<file path="src/sv/gsg_pkg.sv">
// Shared types, constants and GF(2) helper functions for the Gold sequence generator.
// No dependencies; used by gsg_seed, gsg_core and gold_sequence_generator.
`default_nettype none

package gsg_pkg;

    // Register width of both linear feedback registers.
    localparam int WORD_W = 31;
    // Steps in one output byte and the width of the request count.
    localparam int BYTE_W  = 8;
    localparam int COUNT_W = 4;
    // Width of the restart offset.
    localparam int OFFSET_W = 16;

    typedef logic [WORD_W-1:0]              t_word;
    // A GF(2) matrix kept as columns: entry j is the image of unit vector j.
    typedef logic [WORD_W-1:0][WORD_W-1:0]  t_mat;
    typedef logic [BYTE_W-1:0]              t_byte;
    typedef logic [COUNT_W-1:0]             t_count;

    // Feedback taps: x(n+3)+x(n) and x(n+3)+x(n+2)+x(n+1)+x(n).
    localparam t_word TAPS_FIRST  = 31'h0000_0009;
    localparam t_word TAPS_SECOND = 31'h0000_000F;
    // Start value of the first register on a restart.
    localparam t_word FIRST_START = 31'h0000_0001;
    // Largest number of steps taken in one request.
    localparam t_count MAX_STEPS = COUNT_W'(BYTE_W);

    // Seed values loaded into both registers on a restart.
    typedef struct packed {
        t_word first;
        t_word second;
    } t_seeds;

    // One register step: shift right, feedback enters at the top bit.
    function automatic t_word lfsr_step(t_word s, t_word taps);
        return {^(s & taps), s[WORD_W-1:1]};
    endfunction

    // Matrix times vector over GF(2).
    function automatic t_word mat_vec_mul(t_mat m, t_word v);
        t_word acc;
        acc = '0;
        for (int j = 0; j < WORD_W; j++) begin
            if (v[j]) begin
                acc = acc ^ m[j];
            end
        end
        return acc;
    endfunction

    // Product a * b: apply b first, then a.
    function automatic t_mat mat_mul(t_mat a, t_mat b);
        t_mat p;
        for (int j = 0; j < WORD_W; j++) begin
            p[j] = mat_vec_mul(a, b[j]);
        end
        return p;
    endfunction

    // Matrix of count register steps, built by square and multiply.
    function automatic t_mat mat_pow(t_word taps, logic [OFFSET_W-1:0] count);
        t_mat r;
        t_mat p;
        for (int j = 0; j < WORD_W; j++) begin
            r[j] = t_word'(1) << j;
            p[j] = lfsr_step(t_word'(1) << j, taps);
        end
        for (int k = 0; k < OFFSET_W; k++) begin
            if (count[k]) begin
                r = mat_mul(p, r);
            end
            p = mat_mul(p, p);
        end
        return r;
    endfunction

endpackage

`default_nettype wire

</file>
<file path="src/sv/gsg_seed.sv">
// Configuration register: stores c_init already advanced by the restart offset.
// Depends on gsg_pkg for the matrix functions and the seed struct.
`default_nettype none

module gsg_seed #(
    parameter int INIT_OFFSET = 1600
) (
    input  wire              i_clk,
    input  wire              i_rst_n,
    input  wire              i_cfg_fire,
    input  gsg_pkg::t_word   i_cfg_data,
    output gsg_pkg::t_seeds  o_seeds
);
    import gsg_pkg::*;

    // Offset matrices, worked out at elaboration.
    localparam t_mat MAT_FIRST  = mat_pow(TAPS_FIRST, OFFSET_W'(INIT_OFFSET));
    localparam t_mat MAT_SECOND = mat_pow(TAPS_SECOND, OFFSET_W'(INIT_OFFSET));
    localparam t_word SEED_FIRST = mat_vec_mul(MAT_FIRST, FIRST_START);

    t_word r_seed_second;

    // Advance the written value by the offset at the time of the transfer.
    always_ff @(posedge i_clk) begin
        if (!i_rst_n) begin
            r_seed_second <= '0;
        end else if (i_cfg_fire) begin
            r_seed_second <= mat_vec_mul(MAT_SECOND, i_cfg_data);
        end
    end

    assign o_seeds.first  = SEED_FIRST;
    assign o_seeds.second = r_seed_second;

endmodule

`default_nettype wire

</file>
<file path="src/sv/gsg_core.sv">
// Sequence core: the two feedback registers and the logic that emits one byte per request.
// Depends on gsg_pkg for the step function, types and constants.
`default_nettype none

module gsg_core (
    input  wire              i_clk,
    input  wire              i_rst_n,
    input  wire              i_fire,
    input  wire              i_restart,
    input  gsg_pkg::t_count  i_valid_bits,
    input  gsg_pkg::t_seeds  i_seeds,
    output gsg_pkg::t_byte   o_data_byte
);
    import gsg_pkg::*;

    t_word r_first;
    t_word r_second;
    t_word n_first;
    t_word n_second;

    t_count w_steps;
    t_word  w_first  [BYTE_W+1];
    t_word  w_second [BYTE_W+1];
    t_byte  w_byte;

    // Clamp the request to one byte.
    assign w_steps = (i_valid_bits > MAX_STEPS) ? MAX_STEPS : i_valid_bits;

    // Walk up to eight steps; each step is one shift and a few XORs.
    always_comb begin
        w_first[0]  = i_restart ? i_seeds.first  : r_first;
        w_second[0] = i_restart ? i_seeds.second : r_second;
        for (int k = 0; k < BYTE_W; k++) begin
            w_first[k+1]  = lfsr_step(w_first[k], TAPS_FIRST);
            w_second[k+1] = lfsr_step(w_second[k], TAPS_SECOND);
            w_byte[k] = (COUNT_W'(k) < w_steps) & (w_first[k][0] ^ w_second[k][0]);
        end
        n_first  = w_first[w_steps];
        n_second = w_second[w_steps];
    end

    // The registers move on only when the request is passed to the output.
    always_ff @(posedge i_clk) begin
        if (!i_rst_n) begin
            r_first  <= '0;
            r_second <= '0;
        end else if (i_fire) begin
            r_first  <= n_first;
            r_second <= n_second;
        end
    end

    assign o_data_byte = w_byte;

endmodule

`default_nettype wire

</file>
<file path="src/sv/gold_sequence_generator.sv">
// Top level of the Gold sequence generator with two 31-bit registers: handshakes, input and result registers.
// Depends on gsg_pkg, gsg_seed and gsg_core.
//
//   Channel  | Signals                                   | Direction
//   ---------+-------------------------------------------+----------
//   request  | i_in_valid, o_in_ready, i_restart,        | in
//            | i_valid_bits                              |
//   result   | o_out_valid, i_out_ready, o_data_byte     | out
//   config   | i_cfg_valid, o_cfg_ready, i_cfg_data      | in
//
// One request per cycle is sustained while i_out_ready stays high; a request passes the input
// register and then the result register, where its byte is offered until it is taken.
// The walk of up to eight register steps sits between the input and result registers.
// A restart only selects stored seeds: the offset is applied when c_init is written.
// Synchronous active-low reset clears both feedback registers and the handshake state.
// While the result is stalled, one more request is held in the input register.
`default_nettype none

module gold_sequence_generator #(
    parameter int INIT_OFFSET = 1600
) (
    input  wire              i_clk,
    input  wire              i_rst_n,
    input  wire              i_in_valid,
    output logic             o_in_ready,
    input  wire              i_restart,
    input  gsg_pkg::t_count  i_valid_bits,
    output logic             o_out_valid,
    input  wire              i_out_ready,
    output gsg_pkg::t_byte   o_data_byte,
    input  wire              i_cfg_valid,
    output logic             o_cfg_ready,
    input  gsg_pkg::t_word   i_cfg_data
);
    import gsg_pkg::*;

    logic   r_in_valid;
    logic   r_in_restart;
    t_count r_in_bits;
    logic   r_out_valid;
    t_byte  r_data_byte;

    logic   w_fire;
    t_byte  w_byte;
    t_seeds w_seeds;

    // The held request moves on when the result register is free or being emptied.
    assign w_fire      = r_in_valid && (!r_out_valid || i_out_ready);
    assign o_in_ready  = !r_in_valid || w_fire;
    assign o_cfg_ready = 1'b1;

    gsg_seed #(
        .INIT_OFFSET(INIT_OFFSET)
    ) u_seed (
        .i_clk      (i_clk),
        .i_rst_n    (i_rst_n),
        .i_cfg_fire (i_cfg_valid && o_cfg_ready),
        .i_cfg_data (i_cfg_data),
        .o_seeds    (w_seeds)
    );

    gsg_core u_core (
        .i_clk        (i_clk),
        .i_rst_n      (i_rst_n),
        .i_fire       (w_fire),
        .i_restart    (r_in_restart),
        .i_valid_bits (r_in_bits),
        .i_seeds      (w_seeds),
        .o_data_byte  (w_byte)
    );

    // Input register control.
    always_ff @(posedge i_clk) begin
        if (!i_rst_n) begin
            r_in_valid <= 1'b0;
        end else if (o_in_ready) begin
            r_in_valid <= i_in_valid;
        end
    end

    // Input register payload.
    always_ff @(posedge i_clk) begin
        if (i_in_valid && o_in_ready) begin
            r_in_restart <= i_restart;
            r_in_bits    <= i_valid_bits;
        end
    end

    // Result register control.
    always_ff @(posedge i_clk) begin
        if (!i_rst_n) begin
            r_out_valid <= 1'b0;
        end else if (w_fire) begin
            r_out_valid <= 1'b1;
        end else if (i_out_ready) begin
            r_out_valid <= 1'b0;
        end
    end

    // Result register payload.
    always_ff @(posedge i_clk) begin
        if (w_fire) begin
            r_data_byte <= w_byte;
        end
    end

    assign o_out_valid = r_out_valid;
    assign o_data_byte = r_data_byte;

endmodule

`default_nettype wire
</file>
<file path="config.mk">
export PLATFORM = sky130hd
export DESIGN_NAME = gold_sequence_generator
export DESIGN_NICKNAME = d
export VERILOG_FILES = /design/src/sv/gsg_pkg.sv /design/src/sv/gsg_seed.sv /design/src/sv/gsg_core.sv /design/src/sv/gold_sequence_generator.sv
export SDC_FILE = /design/constraint.sdc
export NUM_CORES = 1
export LEC_CHECK = 0
export ABC_AREA = 1
export CORE_AREA = 8 8 168 170
export DETAILED_ROUTE_END_ITERATION = 10
export DIE_AREA = 0 0 176 178
export DONT_BUFFER_PORTS = 1
export SYNTH_ARGS = -nofsm -noshare
export SYNTH_HDL_FRONTEND = slang
export SYNTH_SLANG_ARGS = --single-unit
</file>
<file path="constraint.sdc">
create_clock -name i_clk -period 5 [get_ports i_clk]
set_input_delay 0.25 -clock i_clk [delete_from_list [all_inputs] [get_ports i_clk]]
set_output_delay 0.25 -clock i_clk [all_outputs]
set_load 0.02 [all_outputs]
</file>
# Word level (Yosys, flattened, before mapping)
# Index checks and enable logic that the tools add are counted.
[totals]
reg_bits = 108
[op_classes]
n_reduce_logical = 23
magnitude_cmp = 10
n_bitwise = 47
mux = 102
[op_table]
columns = ["cell", "n"]
rows = [
  ["$mux W31", 84],
  ["$reduce_xor A31 Y1", 16],
  ["$bmux W31 S4", 2],
  ["$mux W30", 4],
  ["$mux W29", 3],
  ["$not A11 Y11", 6],
  ["$mux W28", 2],
  ["$mux W27", 2],
  ["$not A18 Y18", 3],
  ["$not A9 Y9", 6],
  ["$mux W26", 2],
  ["$not A17 Y17", 3],
  ["$not A12 Y12", 3],
  ["$not A10 Y10", 3],
  ["$not A14 Y14", 2],
  ["$not A19 Y19", 1],
  ["$lt A3 B4 Y1 const A", 4],
  ["$not A16 Y16", 1],
  ["$not A15 Y15", 1],
  ["$not A13 Y13", 1],
  ["$and A1 B1 Y1", 8],
  ["$lt A1 B4 Y1 const A", 2],
  ["$lt A2 B4 Y1 const A", 2],
  ["$xor A1 B1 Y1", 8],
  ["other kinds (9)", 13],
]

# Logic depth before layout (Yosys ltp)
[depth]
word_depth = 121
ltp_mapped = 15

# Cells and area by module
# Synthesis repeated with hierarchy kept, for this count alone.
[hier_totals]
cells_unflattened = 1960
area_unflattened_um2 = 11562.3
[modules_own_cells]
columns = ["module", "cells_each", "n_inst", "area_per_inst_um2"]
rows = [
  ["gsg_core", 1166, 1, 6537.5],
  ["gsg_seed", 766, 1, 4528.1],
  ["gold_sequence_generator", 28, 1, 496.7],
]

# Least setup slack after synthesis
# OpenSTA, ideal clock, no wires.
[synth_timing]
path_kind = "flip-flop to flip-flop"
from = "register r_out_valid (netlist: o_out_valid)"
to = "register r_data_byte[0] (netlist: o_data_byte[0]) (enable)"
path_stages_with_launch = 6
n_path_buf = 2
required_ps = 4625
setup_ps = 375
setup_slack_ps = 3241
t_arrival_ps = 1383
path_cell_list = "dfxtp_1 -> nand2_1 -> nand2_1 -> inv_1 -> clkbuf_1 -> clkbuf_1"
[synth_via]
elab_chain_cells = 3
[synth_rtl]
columns = ["element", "line", "rtl"]
rows = [
  ["start, declared", "gold_sequence_generator.sv:40", "logic r_out_valid;"],
  ["start signal, assigned", "gold_sequence_generator.sv:92", "r_out_valid <= 1'b0;"],
  ["start signal, assigned", "gold_sequence_generator.sv:94", "r_out_valid <= 1'b1;"],
  ["start signal, assigned", "gold_sequence_generator.sv:96", "r_out_valid <= 1'b0;"],
  ["$logic_not A1 Y1", "gold_sequence_generator.sv:48", "assign w_fire = r_in_valid && (!r_out_valid || i_out_ready);"],
  ["$logic_or A1 B1 Y1", "gold_sequence_generator.sv:48", ""],
  ["$logic_and A1 B1 Y1", "gold_sequence_generator.sv:48", ""],
  ["net u_core.i_fire", "gsg_core.sv:8", "input wire i_fire,"],
  ["end signal, assigned", "gold_sequence_generator.sv:103", "r_data_byte <= w_byte;"],
  ["end, declared", "gold_sequence_generator.sv:41", "t_byte r_data_byte;"],
]
# The timed path passes the listed nets, and every way through them passes these cells.
# A chain may end at the register's enable or synchronous reset.

# Worst setup path in the final report
[layout_timing]
from = "register r_in_bits[0]"
to = "register u_core.r_second[5]"
[layout_via]
elab_chain_cells = 6
[layout_rtl]
columns = ["element", "line", "rtl"]
rows = [
  ["start, declared", "gold_sequence_generator.sv:39", "t_count r_in_bits;"],
  ["start signal, assigned", "gold_sequence_generator.sv:85", "r_in_bits <= i_valid_bits;"],
  ["$gt A4 B4 Y1", "gsg_core.sv:27", "assign w_steps = (i_valid_bits > MAX_STEPS) ? MAX_STEPS : i_valid_bits;"],
  ["$mux W4 (*)", "gsg_core.sv:27", ""],
  ["$not A4 Y5 (implied by the code) (*)", "gsg_core.sv:39", "n_second = w_second[w_steps];"],
  ["$bmux W31 S4 (*)", "gsg_core.sv:39", ""],
  ["$mux W31 (implied by the code) (*) (2 in a row)", "gsg_core.sv:39", ""],
  ["end signal, assigned", "gsg_core.sv:49", "r_second <= n_second;"],
  ["end, declared", "gsg_core.sv:17", "t_word r_second;"],
]
# Every way passes the cells marked *; elsewhere a longest branch is shown, timed or not. The select of a mux whose other input is x is not followed.

==> out/qor.txt <==
result of the run: finished clean
area share of the largest cell type after synthesis: 0.188
start-to-end type of the worst setup path: flip-flop to flip-flop
Sinks on Clock Net: 108
library cells used by synthesis: 43
count of mapped cells out of synthesis: 1597
clock tree from TritonCTS: done
area of the core: 25600 µm²
share of the yosys chip area belonging to registers: 0.227
Yosys top cell by area: sky130_fd_sc_hd__dfxtp_1
startpoint of the worst hold path: i_rst_n
die outline height: 178 µm
top cells by count, synth: sky130_fd_sc_hd__nand2_1 (488), sky130_fd_sc_hd__inv_1 (175), sky130_fd_sc_hd__o21ai_0 (144)
power dissipated by switching net loads: 1.14 mW
number of H-tree levels: 3
Max Cap Viol: 0
share of flip-flops with an asynchronous set or reset: 0
Remaining DRCs: 0
starting density of the core: 0.394
part of the total power dissipated in sequential elements: 0.358
relative contribution of the clock network to total power: 0.249
total power density per cell area: 275 nW/µm²
Clock Skews: 0.0148 ns
number of endpoints failing setup at the final stage: 0
tightest slew margin relative to the limit: 0.352
final net count: 1552
average cell area after synthesis: 6.32 µm²
cts repair resizes: 0
vias: 10.0k
number of cells on the worst reg-to-reg path: 10
FF-to-FF Start: r_in_bits[0]
total standard cell area after synthesis: 10100 µm²
reported leakage power: 4.77 nW
setup slack on the worst flop-to-flop path: 2.09 ns
most used flip-flop cell after synthesis: sky130_fd_sc_hd__dfxtp_1
final cell area excluding filler cells: 10400 µm²
maximum number of pins on one net before global-route repair: 75
antenna violations before repair: 0
die outline width: 176 µm
Ys Warns: 0
met1 usage in global routing: 0.279
final routed wire length divided by cell count: 17.5 µm
Routed WL: 32400 µm
area of the die: 31300 µm²
most used routing layer: met2
count of state elements after synthesis: 108
Post-CTS Repair Setup Buffers: 0
Rows: 59
clock tree buffer depth: 2
number of global-route vias before repair: 9171
number of filler cells placed in the layout: 2792
final slew viol count: 0
clock slew at the register clock pins of the worst setup and hold paths: 0.08 ns
Tightest Pin Transition: 0.970 ns
main area contributors after synthesis: sky130_fd_sc_hd__dfxtp_1 (19%), sky130_fd_sc_hd__nand2_1 (18%), sky130_fd_sc_hd__xor2_1 (8.8%)
footprint of the multi-input gates: 6590 µm²
met2 routing resource usage after global routing: 0.317
Final Total Pwr: 2.85 mW
Hold EP: u_seed.r_seed_second[15]
count of buffers from port buffering: 0
RD Place Congestion: 0.913
M3 GR Usage: 0.0305
cell with the most instances after synthesis: sky130_fd_sc_hd__nand2_1
1st-pass router iterations: 5
Synth Net Count: 1638
critical path required time: 5.31 ns
capturing element type of the critical path: flip-flop
DP HPWL: 23000 µm
detail-routed via count per cell: 5.41
Remaining Overflow, GRT: 0
worst hold path depth: 2
number of placed I/O pins: 52
min cycle time layout: 2.91 ns
first-pass GRT wire length: 51300 µm
drt initial violations: 1139
Switching Share: 0.401
data arrival time of the critical path: 3.22 ns
final total negative setup slack: 0 ns
maximum clock frequency: 0.343 GHz
clock tree root driver cell: sky130_fd_sc_hd__clkbuf_16
class of the most critical hold timing path: input pin to flip-flop
fraction of the cycle the final worst path needs: 0.583
unrepaired setup endpoints after global routing: no
Antenna Violating Nets Remaining: 0
internal power summed over all cells: 1.71 mW
kind of launch point of the worst setup path: flip-flop
placed instance area: 10000 µm²
overall routing resource usage: 0.205
Reg area: 2290 µm²
number of failing hold endpoints at the final stage: 0
largest vdd supply drop: 153 µV
antenna diode count: 0
Reg-to-Reg End: u_core.r_second[5]
clock network latency to the later pin of the worst-skew pair: 0.37 ns
layout-stage area growth over the synthesis result: 2.85%
proportion of layout cells with a drive suffix above 1: 0.0369
count of flip-flops with a built-in enable after synthesis: 13
Comb power frac: 0.393
TritonCTS buffer count: 9
largest fanout on the critical path: 54
power groups by stage:
stage | Sequential [mW] | Combinational [mW] | Clock (mW)
floorplan | 1.02 | 0.904 | 0
global placement | 1.04 | 1.09 | 0
detailed placement | 1.04 | 1.10 | 0
CTS | 1.02 | 1.11 | 0.722
global route | 1.03 | 1.25 | 0.751
finish | 1.02 | 1.12 | 0.710
cells by family (layout without fill, tap and decap cells):
| family | Yosys count | count (layout) | synth area share |
|---|---|---|---|
| compound gates | 357 | 357 | 0.207 |
| xor+xnor | 205 | 205 | 0.186 |
| buf+inv | 292 | 211 | 0.123 |
| flops | 108 | 108 | 0.227 |
| mux | 8 | 8 | 0.00793 |
| other cells | 1 | 1 | 0.000371 |
| simple gates | 626 | 626 | 0.248 |
stage by stage:
| step | std cells | util | worst slack (ns) | hold slack, ns |
|---|---|---|---|---|
| global route | 1851 | 0.405 | 1.78 | 0.0422 |
| finish | 1851 | 0.405 | 2.09 | 0.0477 |
| CTS | 1851 | 0.405 | 2.19 | 0.0203 |
| floorplan | 1597 | - | 3.24 | 0.349 |
| global placement | 1829 | 0.392 | 2.24 | 0.349 |
| detailed placement | 1829 | 0.392 | 2.19 | 0.349 |
area by class of cell:
cell class / instances / share of cell area
sequential: 108 / 0.221
clock inverter: 6 / 0.00458
tap: 335 / 0.0404
multi-input combinational: 1197 / 0.634
timing repair buffer: 17 / 0.0137
clock buffer: 10 / 0.0220
inverter: 178 / 0.0643
repair_timing:
item | CTS | global route
hold endpoints to repair | 17 | 0
hold buffers | 6 | 0
setup endpoints to repair | 0 | 0
critical path, cell delays in order, from the launching register on:
cell and delay, ns:
sky130_fd_sc_hd__edfxtp_1 0.38, sky130_fd_sc_hd__inv_1 0.12, sky130_fd_sc_hd__nor2_4 0.66, sky130_fd_sc_hd__inv_2 0.59, sky130_fd_sc_hd__nand2_1 0.19, sky130_fd_sc_hd__o21ai_1 0.10
sky130_fd_sc_hd__mux2i_1 0.39, sky130_fd_sc_hd__nand2_1 0.10, sky130_fd_sc_hd__o211ai_1 0.13, sky130_fd_sc_hd__o211ai_1 0.11, sky130_fd_sc_hd__inv_1 0.07
metal layers:
metal / up-vias / share of wire
met5: - / 0
met4: 0 / 0.037
met3: 67 / 0.070
met2: 432 / 0.44
met1: 4543 / 0.46
li1: 4963 / -
sequential cells by signal (all words and copies together), names as in the netlist:
register              count
o_data_byte               8
o_out_valid               1
r_in_bits                 4
r_in_restart              1
r_in_valid                1
u_core.r_first           31
u_core.r_second          31
u_seed.r_seed_second     31
placed cells by master, fill, tap and decap left out, types with 3 or more instances in the layout:
master | netlist | routed
sky130_fd_sc_hd__a21o_1 | 3 | 3
sky130_fd_sc_hd__a21oi_1 | 90 | 90
sky130_fd_sc_hd__a22oi_1 | 10 | 10
sky130_fd_sc_hd__a31oi_1 | 3 | 3
sky130_fd_sc_hd__a41oi_1 | 6 | 6
sky130_fd_sc_hd__buf_4 | 13 | 11
sky130_fd_sc_hd__clkbuf_16 | 0 | 9
sky130_fd_sc_hd__dfxtp_1 | 95 | 95
sky130_fd_sc_hd__dlygate4sd3_1 | 0 | 6
sky130_fd_sc_hd__edfxtp_1 | 13 | 13
sky130_fd_sc_hd__inv_1 | 175 | 174
sky130_fd_sc_hd__inv_2 | 3 | 4
sky130_fd_sc_hd__mux2i_1 | 8 | 8
sky130_fd_sc_hd__nand2_1 | 488 | 488
sky130_fd_sc_hd__nand2_2 | 3 | 3
sky130_fd_sc_hd__nand3_1 | 84 | 84
sky130_fd_sc_hd__nor2_1 | 35 | 32
sky130_fd_sc_hd__nor2_4 | 1 | 4
sky130_fd_sc_hd__o2111ai_1 | 13 | 13
sky130_fd_sc_hd__o211ai_1 | 64 | 64
sky130_fd_sc_hd__o21ai_0 | 144 | 144
sky130_fd_sc_hd__o21ai_1 | 11 | 11
sky130_fd_sc_hd__o221ai_1 | 5 | 5
sky130_fd_sc_hd__o22ai_1 | 3 | 3
sky130_fd_sc_hd__or2_2 | 8 | 8
sky130_fd_sc_hd__xnor2_1 | 95 | 95
sky130_fd_sc_hd__xor2_1 | 102 | 102
sky130_fd_sc_hd__xor2_2 | 4 | 4
how the worst max path moves through the flow:
stage / startpoint / cells past startpoint / slack [ns] / endpoint
finish: r_in_bits[0] / 10 / 2.09 / u_core.r_second[5]
global route: r_in_bits[0] / 10 / 1.78 / u_core.r_first[6]
CTS: r_in_bits[0] / 11 / 2.19 / u_core.r_second[7]
detailed placement: r_in_bits[0] / 11 / 2.19 / u_core.r_second[7]
floorplan: o_out_valid / 5 / 3.24 / o_data_byte[0]
global placement: r_in_bits[3] / 9 / 2.24 / u_core.r_first[5]
No activity file was read; power rests on OpenSTA's default activity.
